==> config.mk <==
export PLATFORM = sky130hd
export DESIGN_NAME = hsl_to_rgb_pixel
export DESIGN_NICKNAME = d
export VERILOG_FILES = /design/src/sv/h2r_pkg.sv /design/src/sv/hsl_to_rgb_pixel.sv /design/src/sv/h2r_chroma.sv /design/src/sv/h2r_ramp.sv /design/src/sv/h2r_byte.sv
export SDC_FILE = /design/constraint.sdc
export NUM_CORES = 2
export LEC_CHECK = 0
export ABC_CLOCK_PERIOD_IN_PS = 25800
export BUFFER_PORTS_ARGS = -buffer_cell sky130_fd_sc_hd__buf_2
export CAP_MARGIN = 20
export CORE_AREA = 2 2 464 466
export DETAILED_ROUTE_END_ITERATION = 8
export DIE_AREA = 0 0 466 468
export MAX_ROUTING_LAYER = met4
export PLACE_DENSITY_LB_ADDON = 0.3
export SETUP_SLACK_MARGIN = 0.02
export SYNTH_ARGS = -nofsm -noshare
export SYNTH_HDL_FRONTEND = slang
export SYNTH_SLANG_ARGS = --single-unit
==> constraint.sdc <==
create_clock -name clock -period 25.8 [get_ports clock]
set_clock_uncertainty 0.15 [all_clocks]
set_input_delay 3.87 -clock clock [delete_from_list [all_inputs] [get_ports clock]]
set_output_delay 3.87 -clock clock [all_outputs]
set_load 0.005 [all_outputs]
==> src/sv/h2r_pkg.sv <==
// Shared constants, types and helper functions for the HSL to RGB pixel pipeline.
package h2r_pkg;

   localparam int unsigned FRAC_W = 16;             // Q0.16 input fractions
   localparam int unsigned UNIT_W = FRAC_W + 1;     // values up to and including one unit
   localparam int unsigned LVL_W  = UNIT_W + 1;     // ramp level with small overshoot
   localparam int unsigned CH_N   = 3;              // red, green, blue

   localparam int unsigned CH_RED   = 0;
   localparam int unsigned CH_GREEN = 1;
   localparam int unsigned CH_BLUE  = 2;

   localparam logic [FRAC_W-1:0] GREY_LIM   = 16'd66;
   localparam logic [FRAC_W-1:0] HALF       = 16'd32768;
   localparam logic [FRAC_W-1:0] THIRD      = 16'd21845;
   localparam logic [FRAC_W-1:0] NEG_THIRD  = 16'd43691;   // one turn minus one third
   localparam logic [FRAC_W-1:0] SIXTH      = 16'd10923;
   localparam logic [FRAC_W-1:0] TWO_THIRDS = 16'd43691;

   typedef logic [FRAC_W-1:0] frac_type;
   typedef logic [UNIT_W-1:0] unit_type;
   typedef logic [UNIT_W-1:0] gain_type;
   typedef logic [LVL_W-1:0]  level_type;

   // Which piece of the hue ramp a hue point falls on.
   typedef enum logic [1:0] {
      SEG_RAMP = 2'b00,
      SEG_Q    = 2'b01,
      SEG_P    = 2'b10
   } seg_type;

   typedef struct packed {
      seg_type  seg;
      gain_type gain;
   } hue_pt_type;

   // Everything the ramp stages need for one pixel.
   typedef struct packed {
      unit_type                     p;
      unit_type                     q;
      unit_type                     d;
      seg_type  [CH_N-1:0]          seg;
      gain_type [CH_N-1:0]          gain;
   } chroma_type;

   typedef struct packed {
      level_type [CH_N-1:0] lvl;
   } level_set_type;

   // Classifies a hue point and forms the ramp slope factor 6*t or 6*(2/3 - t).
   function automatic hue_pt_type hue_point(input frac_type t);
      hue_pt_type       r;
      logic [FRAC_W+2:0] six;
      frac_type          remain;
      r      = '{seg: SEG_P, gain: '0};
      six    = '0;
      remain = '0;
      if (t < SIXTH) begin
         six    = (FRAC_W+3)'(t) * (FRAC_W+3)'(6);
         r.seg  = SEG_RAMP;
         r.gain = six[UNIT_W-1:0];
      end else if (t < HALF) begin
         r.seg = SEG_Q;
      end else if (t < TWO_THIRDS) begin
         remain = TWO_THIRDS - t;
         six    = (FRAC_W+3)'(remain) * (FRAC_W+3)'(6);
         r.seg  = SEG_RAMP;
         r.gain = six[UNIT_W-1:0];
      end
      return r;
   endfunction

endpackage

==> src/sv/hsl_to_rgb_pixel.sv <==
// Top level of the HSL to RGB pixel converter.
//
// The converter takes one pixel per item as hue, saturation and lightness, each an
// unsigned Q0.16 fraction, and returns one item of 8-bit red, green and blue. It is a
// five-stage pipeline that accepts a new pixel in every clock cycle as long as the
// result side keeps taking items. Every stage carries its own valid bit and is loaded
// whenever it is empty or its successor moves, so a stall on the result side only
// backs up as far as the pipeline is full, and bubbles are squeezed out. Nothing is
// dropped or repeated under back-pressure. A pixel whose saturation is below 66
// (about 0.001) comes out grey, with all three channels taken from lightness. Hue
// offsets of plus and minus one third wrap around the full turn, and a channel level
// that slightly exceeds one unit through constant rounding saturates at 255.
//
// Stage A registers the pixel and the 16x16 lightness-saturation product. Stage B
// forms q and p and classifies the three hue points. Stage C forms the 17x17 slope
// products, stage D adds them to the base level, and stage E scales by 255 into the
// output register.
module hsl_to_rgb_pixel
   import h2r_pkg::*;
(
   input  logic        clock,
   input  logic        reset,
   input  logic        req_valid,
   output logic        req_ready,
   input  logic [15:0] req_hue,
   input  logic [15:0] req_saturation,
   input  logic [15:0] req_lightness,
   output logic        rsp_valid,
   input  logic        rsp_ready,
   output logic [7:0]  rsp_red,
   output logic [7:0]  rsp_green,
   output logic [7:0]  rsp_blue
);

   logic          chroma_valid;
   logic          chroma_ready;
   chroma_type    chroma_data;
   logic          level_valid;
   logic          level_ready;
   level_set_type level_data;

   // Stages A and B.
   h2r_chroma u_chroma (
      .clock         (clock),
      .reset         (reset),
      .in_valid      (req_valid),
      .in_ready      (req_ready),
      .in_hue        (req_hue),
      .in_saturation (req_saturation),
      .in_lightness  (req_lightness),
      .out_valid     (chroma_valid),
      .out_ready     (chroma_ready),
      .out_data      (chroma_data)
   );

   // Stages C and D.
   h2r_ramp u_ramp (
      .clock     (clock),
      .reset     (reset),
      .in_valid  (chroma_valid),
      .in_ready  (chroma_ready),
      .in_data   (chroma_data),
      .out_valid (level_valid),
      .out_ready (level_ready),
      .out_data  (level_data)
   );

   // Stage E, which is also the output register.
   h2r_byte u_byte (
      .clock     (clock),
      .reset     (reset),
      .in_valid  (level_valid),
      .in_ready  (level_ready),
      .in_data   (level_data),
      .out_valid (rsp_valid),
      .out_ready (rsp_ready),
      .out_red   (rsp_red),
      .out_green (rsp_green),
      .out_blue  (rsp_blue)
   );

endmodule

==> src/sv/h2r_chroma.sv <==
// Front of the pipeline: lightness times saturation, then q, p and the three hue points.
module h2r_chroma
   import h2r_pkg::*;
(
   input  logic       clock,
   input  logic       reset,
   input  logic       in_valid,
   output logic       in_ready,
   input  frac_type   in_hue,
   input  frac_type   in_saturation,
   input  frac_type   in_lightness,
   output logic       out_valid,
   input  logic       out_ready,
   output chroma_type out_data
);

   // Stage A: input registers and the l*s product.
   logic     a_valid_ff;
   logic     a_ready;
   frac_type a_hue_ff, a_sat_ff, a_light_ff, a_prod_ff;
   frac_type a_prod_in;
   logic [2*FRAC_W-1:0] a_mult;

   // Stage B: q, p, d and the hue segments.
   logic       b_valid_ff;
   logic       b_ready;
   chroma_type b_data_ff;
   chroma_type b_data_in;

   assign b_ready  = !b_valid_ff || out_ready;
   assign a_ready  = !a_valid_ff || b_ready;
   assign in_ready = a_ready;

   assign a_mult    = (2*FRAC_W)'(in_lightness) * (2*FRAC_W)'(in_saturation);
   assign a_prod_in = a_mult[2*FRAC_W-1:FRAC_W];

   always_ff @(posedge clock) begin
      if (reset) begin
         a_valid_ff <= 1'b0;
      end else if (a_ready) begin
         a_valid_ff <= in_valid;
      end
      if (a_ready && in_valid) begin
         a_hue_ff   <= in_hue;
         a_sat_ff   <= in_saturation;
         a_light_ff <= in_lightness;
         a_prod_ff  <= a_prod_in;
      end
   end

   logic [UNIT_W:0]   b_sum;
   unit_type          b_q;
   unit_type          b_two_l;
   logic [UNIT_W:0]   b_diff;
   unit_type          b_p;
   frac_type          t_red, t_blue;
   hue_pt_type        pt_red, pt_green, pt_blue;

   always_comb begin
      // For dark pixels q = l + l*s; for light ones q = l + s - l*s.
      if (a_light_ff < HALF) begin
         b_sum = (UNIT_W+1)'(a_light_ff) + (UNIT_W+1)'(a_prod_ff);
      end else begin
         b_sum = (UNIT_W+1)'(a_light_ff) + (UNIT_W+1)'(a_sat_ff)
               - (UNIT_W+1)'(a_prod_ff);
      end
      b_q     = b_sum[UNIT_W-1:0];
      b_two_l = {a_light_ff, 1'b0};
      b_diff  = {1'b0, b_two_l} - {1'b0, b_q};
      b_p     = b_diff[UNIT_W] ? '0 : b_diff[UNIT_W-1:0];

      t_red    = a_hue_ff + THIRD;
      t_blue   = a_hue_ff + NEG_THIRD;
      pt_red   = hue_point(t_red);
      pt_green = hue_point(a_hue_ff);
      pt_blue  = hue_point(t_blue);

      b_data_in = '0;
      b_data_in.seg[CH_RED]    = pt_red.seg;
      b_data_in.seg[CH_GREEN]  = pt_green.seg;
      b_data_in.seg[CH_BLUE]   = pt_blue.seg;
      b_data_in.gain[CH_RED]   = pt_red.gain;
      b_data_in.gain[CH_GREEN] = pt_green.gain;
      b_data_in.gain[CH_BLUE]  = pt_blue.gain;

      // A grey pixel collapses the ramp: every piece then yields lightness.
      if (a_sat_ff < GREY_LIM) begin
         b_data_in.p = UNIT_W'(a_light_ff);
         b_data_in.q = UNIT_W'(a_light_ff);
         b_data_in.d = '0;
      end else begin
         b_data_in.p = b_p;
         b_data_in.q = b_q;
         b_data_in.d = (b_q >= b_p) ? (b_q - b_p) : '0;
      end
   end

   always_ff @(posedge clock) begin
      if (reset) begin
         b_valid_ff <= 1'b0;
      end else if (b_ready) begin
         b_valid_ff <= a_valid_ff;
      end
      if (b_ready && a_valid_ff) begin
         b_data_ff <= b_data_in;
      end
   end

   assign out_valid = b_valid_ff;
   assign out_data  = b_data_ff;

endmodule

==> src/sv/h2r_ramp.sv <==
// Hue ramp evaluation for the three channels: slope product, then the level sum.
module h2r_ramp
   import h2r_pkg::*;
(
   input  logic          clock,
   input  logic          reset,
   input  logic          in_valid,
   output logic          in_ready,
   input  chroma_type    in_data,
   output logic          out_valid,
   input  logic          out_ready,
   output level_set_type out_data
);

   // Stage C: base level and the scaled slope product per channel.
   logic                 c_valid_ff;
   logic                 c_ready;
   unit_type  [CH_N-1:0] c_base_ff, c_base_in;
   level_type [CH_N-1:0] c_step_ff, c_step_in;
   logic [2*UNIT_W-1:0]  c_mult [CH_N];

   // Stage D: channel level.
   logic          d_valid_ff;
   logic          d_ready;
   level_set_type d_data_ff, d_data_in;

   assign d_ready  = !d_valid_ff || out_ready;
   assign c_ready  = !c_valid_ff || d_ready;
   assign in_ready = c_ready;

   always_comb begin
      for (int ch = 0; ch < CH_N; ch++) begin
         c_mult[ch]    = (2*UNIT_W)'(in_data.d) * (2*UNIT_W)'(in_data.gain[ch]);
         c_base_in[ch] = in_data.p;
         c_step_in[ch] = '0;
         unique case (in_data.seg[ch])
            SEG_RAMP: c_step_in[ch] = c_mult[ch][2*UNIT_W-1:FRAC_W];
            SEG_Q:    c_base_in[ch] = in_data.q;
            SEG_P:    c_base_in[ch] = in_data.p;
            default:  c_base_in[ch] = in_data.p;
         endcase
      end
   end

   always_ff @(posedge clock) begin
      if (reset) begin
         c_valid_ff <= 1'b0;
      end else if (c_ready) begin
         c_valid_ff <= in_valid;
      end
      if (c_ready && in_valid) begin
         c_base_ff <= c_base_in;
         c_step_ff <= c_step_in;
      end
   end

   always_comb begin
      for (int ch = 0; ch < CH_N; ch++) begin
         d_data_in.lvl[ch] = LVL_W'(c_base_ff[ch]) + c_step_ff[ch];
      end
   end

   always_ff @(posedge clock) begin
      if (reset) begin
         d_valid_ff <= 1'b0;
      end else if (d_ready) begin
         d_valid_ff <= c_valid_ff;
      end
      if (d_ready && c_valid_ff) begin
         d_data_ff <= d_data_in;
      end
   end

   assign out_valid = d_valid_ff;
   assign out_data  = d_data_ff;

endmodule

==> src/sv/h2r_byte.sv <==
// Output stage: scales each channel level by 255 into a saturated byte.
module h2r_byte
   import h2r_pkg::*;
(
   input  logic          clock,
   input  logic          reset,
   input  logic          in_valid,
   output logic          in_ready,
   input  level_set_type in_data,
   output logic          out_valid,
   input  logic          out_ready,
   output logic [7:0]    out_red,
   output logic [7:0]    out_green,
   output logic [7:0]    out_blue
);

   localparam int unsigned SCL_W = LVL_W + 8;

   logic             e_valid_ff;
   logic             e_ready;
   logic [CH_N-1:0][7:0] e_byte_ff, e_byte_in;
   logic [SCL_W-1:0] e_scaled [CH_N];
   logic [SCL_W-FRAC_W-1:0] e_whole [CH_N];

   assign e_ready  = !e_valid_ff || out_ready;
   assign in_ready = e_ready;

   always_comb begin
      for (int ch = 0; ch < CH_N; ch++) begin
         // Times 255 as a shift and subtract.
         e_scaled[ch] = {in_data.lvl[ch], 8'd0} - SCL_W'(in_data.lvl[ch]);
         e_whole[ch]  = e_scaled[ch][SCL_W-1:FRAC_W];
         e_byte_in[ch] = (e_whole[ch] > (SCL_W-FRAC_W)'(255)) ? 8'hFF : e_whole[ch][7:0];
      end
   end

   always_ff @(posedge clock) begin
      if (reset) begin
         e_valid_ff <= 1'b0;
      end else if (e_ready) begin
         e_valid_ff <= in_valid;
      end
      if (e_ready && in_valid) begin
         e_byte_ff <= e_byte_in;
      end
   end

   assign out_valid = e_valid_ff;
   assign out_red   = e_byte_ff[CH_RED];
   assign out_green = e_byte_ff[CH_GREEN];
   assign out_blue  = e_byte_ff[CH_BLUE];

endmodule
After elaboration in Yosys (flattened, before gate mapping)
Cells that the tools add are included.
{ "totals": {"out_inout_bits": 26, "mem_bits_ro": 0, "in_bits": 52, "mem_bits_rw": 0, "memories": 0, "regBits": 360, "wordCells": 124, "latchBits": 0} }
{ "op_classes": {"n_div": 0, "n_addsub": 16, "n_eq_ne": 3, "muxes": 19, "n_shift": 0, "mul": 10, "bitwise": 1, "order_cmp": 15, "n_reduce_logical": 22} }
{ "op_table": {"columns": ["operator", "n"], "rows": [
  ["$mux W17", 12],
  ["$lt A16 B16 Y1 const B", 7],
  ["$mul A17 B17 Y34", 3],
  ["$mul A16 B2 Y16 const B", 6],
  ["$sub A26 B18 Y26", 3],
  ["$mux W19", 3],
  ["$add A17 B18 Y18", 3],
  ["$mux W50", 1],
  ["$lt A16 B14 Y1 const B", 3],
  ["$sub A16 B16 Y16 const A", 3],
  ["$add A16 B16 Y17", 2],
  ["$mul A16 B16 Y32", 1],
  ["$gt A10 B8 Y1 const B", 3],
  ["$sub A17 B17 Y18", 1],
  ["$ge A17 B17 Y1", 1],
  ["$sub A17 B16 Y17", 1],
  ["$sub A17 B17 Y17", 1],
  ["$add A16 B15 Y16 const B", 1],
  ["$add A16 B16 Y16 const B", 1],
  ["$lt A16 B7 Y1 const B", 1],
  ["$reduce_or A2 Y1", 4],
  ["$eq A2 B1 Y1 const B", 3],
  ["$logic_not A2 Y1", 3],
  ["$logic_and A1 B1 Y1", 5],
  ["4 further kinds", 14]
]} }

Logic depth before layout (Yosys ltp)
{ "logic_depth": {"word_depth": 8, "depth_mapped": 34, "ltp_nobuf": 33} }

Cells and area by module
From an unflattened synthesis, not the netlist that was laid out.
{ "unflattened": {"hier_cells": 6587, "area_unflattened_um2": 61328.8} }
{ "by_module_without_submodules": {"columns": ["mod", "n_inst", "cells_each", "area_per_inst_um2", "seq_area_each_um2"], "rows": [
  ["h2r_ramp", 1, 3713, 35093.7, 4814.6],
  ["h2r_chroma", 1, 2568, 23701.5, 5114.9],
  ["h2r_byte", 1, 306, 2533.7, 740.7]
]} }

Worst setup path before layout
Ideal clock, no wire load.
{ "synth_path": {"path_kind": "in2reg", "start": "input rsp_ready", "end": "register u_chroma.b_data_ff (netlist bit u_chroma.out_data[100]) (enable)", "required_ns": 24.921, "setup_ns": 0.729, "n_path_buf": 1, "setup_slack_ns": 13.062, "stages": 4, "arrival_ns": 11.859, "cell_sequence": "nor2b_1 -> and3_1 -> clkbuf_1 -> a21boi_0"} }
{ "synth_between": {"elab_chain_len": 5} }
{ "synth_lines": {"columns": ["element", "line_no", "text"], "rows": [
  ["from (decl)", "hsl_to_rgb_pixel.sv:29", "input logic rsp_ready,"],
  ["$logic_or A1 B1 Y1", "h2r_byte.sv:25", "assign e_ready = !e_valid_ff || out_ready;"],
  ["$logic_or A1 B1 Y1", "h2r_ramp.sv:27", "assign d_ready = !d_valid_ff || out_ready;"],
  ["$logic_or A1 B1 Y1", "h2r_ramp.sv:28", "assign c_ready = !c_valid_ff || d_ready;"],
  ["$logic_or A1 B1 Y1", "h2r_chroma.sv:30", "assign b_ready = !b_valid_ff || out_ready;"],
  ["$logic_and A1 B1 Y1", "h2r_chroma.sv:104", "if (b_ready && a_valid_ff) begin"],
  ["to (signal assigned)", "h2r_chroma.sv:105", "b_data_ff <= b_data_in;"],
  ["to (decl)", "h2r_chroma.sv:27", "chroma_type b_data_ff;"]
]} }
Every way passes these cells.
A chain may end at the register's enable or synchronous reset.

Final worst setup path
{ "layout_path": {"start": "input req_lightness[10]", "end": "register u_chroma.a_prod_ff[15] (data pin)"} }
{ "layout_between": {"elab_chain_len": 1} }
{ "layout_lines": {"columns": ["element", "line_no", "text"], "rows": [
  ["from (decl)", "hsl_to_rgb_pixel.sv:27", "input logic [15:0] req_lightness,"],
  ["$mul A16 B16 Y32", "h2r_chroma.sv:34", "assign a_mult = (2*FRAC_W)'(in_lightness) * (2*FRAC_W)'(in_saturation);"],
  ["net u_chroma.a_mult[31]", "h2r_chroma.sv:22", "logic [2*FRAC_W-1:0] a_mult;"],
  ["to (signal assigned)", "h2r_chroma.sv:47", "a_prod_ff <= a_prod_in;"],
  ["to (decl)", "h2r_chroma.sv:20", "frac_type a_hue_ff, a_sat_ff, a_light_ff, a_prod_ff;"]
]} }
The timed path passes the listed nets, and every way through them passes these cells.

==> metrics.md <==
| Metric | Value |
|---|---|
| Slew @ Worst Pin | `1.04 ns` |
| Pins over their slew limit | `0` |
| Distinct cell type count of the synthesized netlist | `83` |
| RSZ-0062 raised after global routing | `no` |
| Max Freq | `0.100 GHz` |
| Seq/Total Area, Yosys | `18.0%` |
| Cells on worst reg2reg path | `25` |
| CTS-repair resized insts | `0` |
| Crit share post-route | `between 30% and 40%` |
| Die area | `218000 sq um` |
| Top FF cell, synth | `edfxtp_1` |
| Hold depth | `2` |
| CTS H-tree lvls | `2` |
| Synthesized flop and latch total | `about 360` |
| Worst Setup Path Type | `input pin to register` |
| Max cap viols | `0` |
| Clk buf depth | `3` |
| Placed Cells incl. Taps | `9108` |
| Die X | `466 um` |
| RR Endpoint | `u_ramp.c_step_ff[52]$_SDFFCE_PP0P_` |
| Hold buffers post-CTS | `0` |
| Post-DP HPWL | `about 120 mm` |
| Cell Area, Synth | `59400 sq um` |
| Endpoints failing setup | `0` |
| Area fraction of the dominant cell type after synthesis | `28.4%` |
| Final wirelength | `about 160 mm` |
| P&R area growth vs syn | `8.74%` |
| Critical Path End Type | `register` |
| Post-route ant nets | `0` |
| I/O Pins | `78` |
| Finished Layout Cells | `slightly above 9k` |
| CP max stage delay | `0.55 ns` |
| CP required | `26.04 ns` |
| Overall routing resource usage | `between 15 and 20%` |
| Worst-skew pair later-pin latency | `between 0.6 and 0.7 ns` |
| CTS tree | `done` |
| Setup Buffers After CTS | `0` |
| Fin area | `64600 sq um` |
| Largest net degree at the start of global routing | `78` |
| RR Startpoint | `u_chroma.out_data[70]$_SDFFCE_PP0P_` |
| Vias per inst | `~4.6` |
| Vias in the first global route | `approximately 46k` |
| Leading area contributor after synthesis | `fa_1` |
| Cell area power density | `~110 nW/um^2` |
| Post-synth EDFFs | `352` |
| Worst path bufs/invs | `6` |
| Cell at the slowest stage of the critical path | `fa_1` |
| Fill count | `22.3k` |
| Worst-path cell chain | `buf_2, nand2_1, fa_1, inv_1, fa_1, inv_1, fa_1, fa_1, inv_1, fa_1, inv_1, fa_1, inv_1, ha_1, nand4_1, a211oi_1, a21oi_1, o2111a_1, o31a_1, o31ai_1, a211oi_1, o21bai_1, a21oi_1, xnor2_1` |
| Synth top area cells | `fa_1 28%, edfxtp_1 18%, ha_1 16%` |
| Slew HR | `30.5%` |
| Min-Delay Path Class | `register to register` |
| HP Start | `u_ramp.c_valid_ff$_SDFFE_PP0P_` |
| Core Area | `213000 sq um` |
| Top delay family on crit path | `adder cells` |
| Synth cell count leaders | `1236 x inv_1, 842 x fa_1, 829 x nand2_1` |
| Die boundary height | `468 um` |
| CP Launch Type | `input pin` |
| Most common cell in the netlist | `inv_1` |
| Syn. warnings | `0` |
| Critical Path AT | `10.22 ns` |
| Root Buffer Master | `clkbuf_16` |
| Synthesized area per cell | `between 9 and 10 sq um` |
| Setup slack, reg-to-reg | `about 17 ns` |
| Share of layout cells above drive strength 1 | `4.72%` |
| # port buffers | `77` |
| Initial antenna violation count | `8` |
| LEAKAGE | `29.6 nW` |
| Global placement routability congestion | `0.860` |
| Status | `complete, no violations` |
| CP max FO | `17` |
| Post-Syn Nets | `8014` |
| Iteration-0 DRC Markers | `around 2.3k` |
| First-pass GRT wire length | `254 mm` |
| Num CTS Buffers | `a little under 50` |
| Clock transition at path regs | `0.06 ns` |
| Min Tclk post-route | `9.98 ns` |
| Initial Utilization | `27.8%` |
| Vias | `around 43k` |
| DR DRC count | `0` |
| DR pass1 iterations | `6` |
| Final Util | `a little under a third` |
| Worst VDD drop | `0.101 mV` |
| Final Hold Fails | `0` |
| Sink Count | `357` |
| Routed len/inst | `17.2 um` |
| Async SR Flop Fraction | `0%` |
| Global route overflow | `0` |
| Post-Synthesis Cells | `6361` |
| Placed Area | `63000 sq um` |
| Final #Nets | `7975` |
| Num rows | `170` |
| Crit-path most repeated cell | `fa_1` |
| Final setup TNS | `0 ns` |
| Hold EP | `u_ramp.out_valid$_SDFFE_PP0P_` |
[stage by stage]
stage | total power, mW | hold WS (ns) | setup slack (ns)
after global routing | 8.01 | 0.380 | 15.44
after detailed placement | 6.56 | 0.334 | 15.10
after global placement | 6.47 | 0.313 | 15.14
after CTS | 7.31 | 0.344 | 15.81
after floorplan | 5.01 | 0.294 | 13.06
final | 7.20 | 0.339 | 15.82
[sequential cells by signal, indices dropped and copies added (netlist names), 8 cells and up]
name / cells
u_byte.out_blue: 8
u_byte.out_green: 8
u_byte.out_red: 8
u_chroma.a_hue_ff: 16
u_chroma.a_light_ff: 16
u_chroma.a_prod_ff: 16
u_chroma.a_sat_ff: 16
u_chroma.out_data: 105
u_ramp.c_base_ff: 51
u_ramp.c_step_ff: 54
u_ramp.out_data: 54
[power by group]
| group | switching, mW | total (mW) | internal, mW |
|---|---|---|---|
| clock | 0.287 | 0.696 | 0.409 |
| combinational | 3.29 | 5.51 | 2.22 |
| sequential | 0.0975 | 0.999 | 0.901 |
| total | 3.67 | 7.20 | 3.53 |
[layout by cell type, fill, tap and decap left out, drive strengths merged, types with 35 or more instances in the layout]
master     n
inv     1243
o21ai    142
nor2b     44
buf      135
and2     421
fa       842
nand2b    44
nand2    829
a21oi    217
nor3      75
nor2     252
nand3     55
mux2      52
a21o      87
o22ai     35
xnor2    220
o21bai    41
clkbuf    55
edfxtp   352
xor2      82
ha       759
[cells by family after synthesis]
logic type               Yosys count  share of synthesized area [%]
AO/OA/AOI/OAI                    744                           8.18
XOR/XNOR                         304                           4.57
adder cells (fa/ha/maj)         1601                           44.4
buffers and inverters           1464                           9.27
flip-flops                       357                           18.0
multiplexers                      62                           1.15
other                              1                        0.00631
AND/OR/NAND/NOR                 1828                           14.5
[cell type report]
class	count	area (sq um)	share of cell area (%)
Clock buffer	55	1250	1.93
Antenna cell	3	7.51	0.0116
Tap cell	2838	3550	5.50
Clock inverter	31	350	0.542
Inverter	1239	4650	7.20
Sequential cell	357	10700	16.5
Timing Repair Buffer	135	841	1.30
Multi-Input combinational cell	4540	43300	67.0
[metal layers]
| layer | GRT usage (%) | wire [um] |
|---|---|---|
| met1 | 19.7 | 72900 |
| met2 | 25.5 | 75600 |
| met3 | 1.13 | 6130 |
| met4 | 3.60 | 3920 |
| met5 | - | 0 |
[worst max-delay path by stage]
stage,startpoint,to,slack (ns),cells past startpoint
floorplan,rsp_ready,u_chroma.out_data[100]$_DFFE_PP_,13.06,4
finish,req_lightness[10],u_chroma.a_prod_ff[15]$_DFFE_PP_,15.82,24
detailed placement,req_lightness[10],u_chroma.a_prod_ff[15]$_DFFE_PP_,15.10,24
global route,req_lightness[10],u_chroma.a_prod_ff[15]$_DFFE_PP_,15.44,24
CTS,req_lightness[10],u_chroma.a_prod_ff[15]$_DFFE_PP_,15.81,24
global placement,req_lightness[10],u_chroma.a_prod_ff[15]$_DFFE_PP_,15.14,24
[tightest hold or removal path, stage by stage (launching register included)]
cell	delay, ns
dfxtp_1	0.33
a21oi_1	0.04
nor2_1	0.07
No activity file was read; power rests on OpenSTA's default activity.
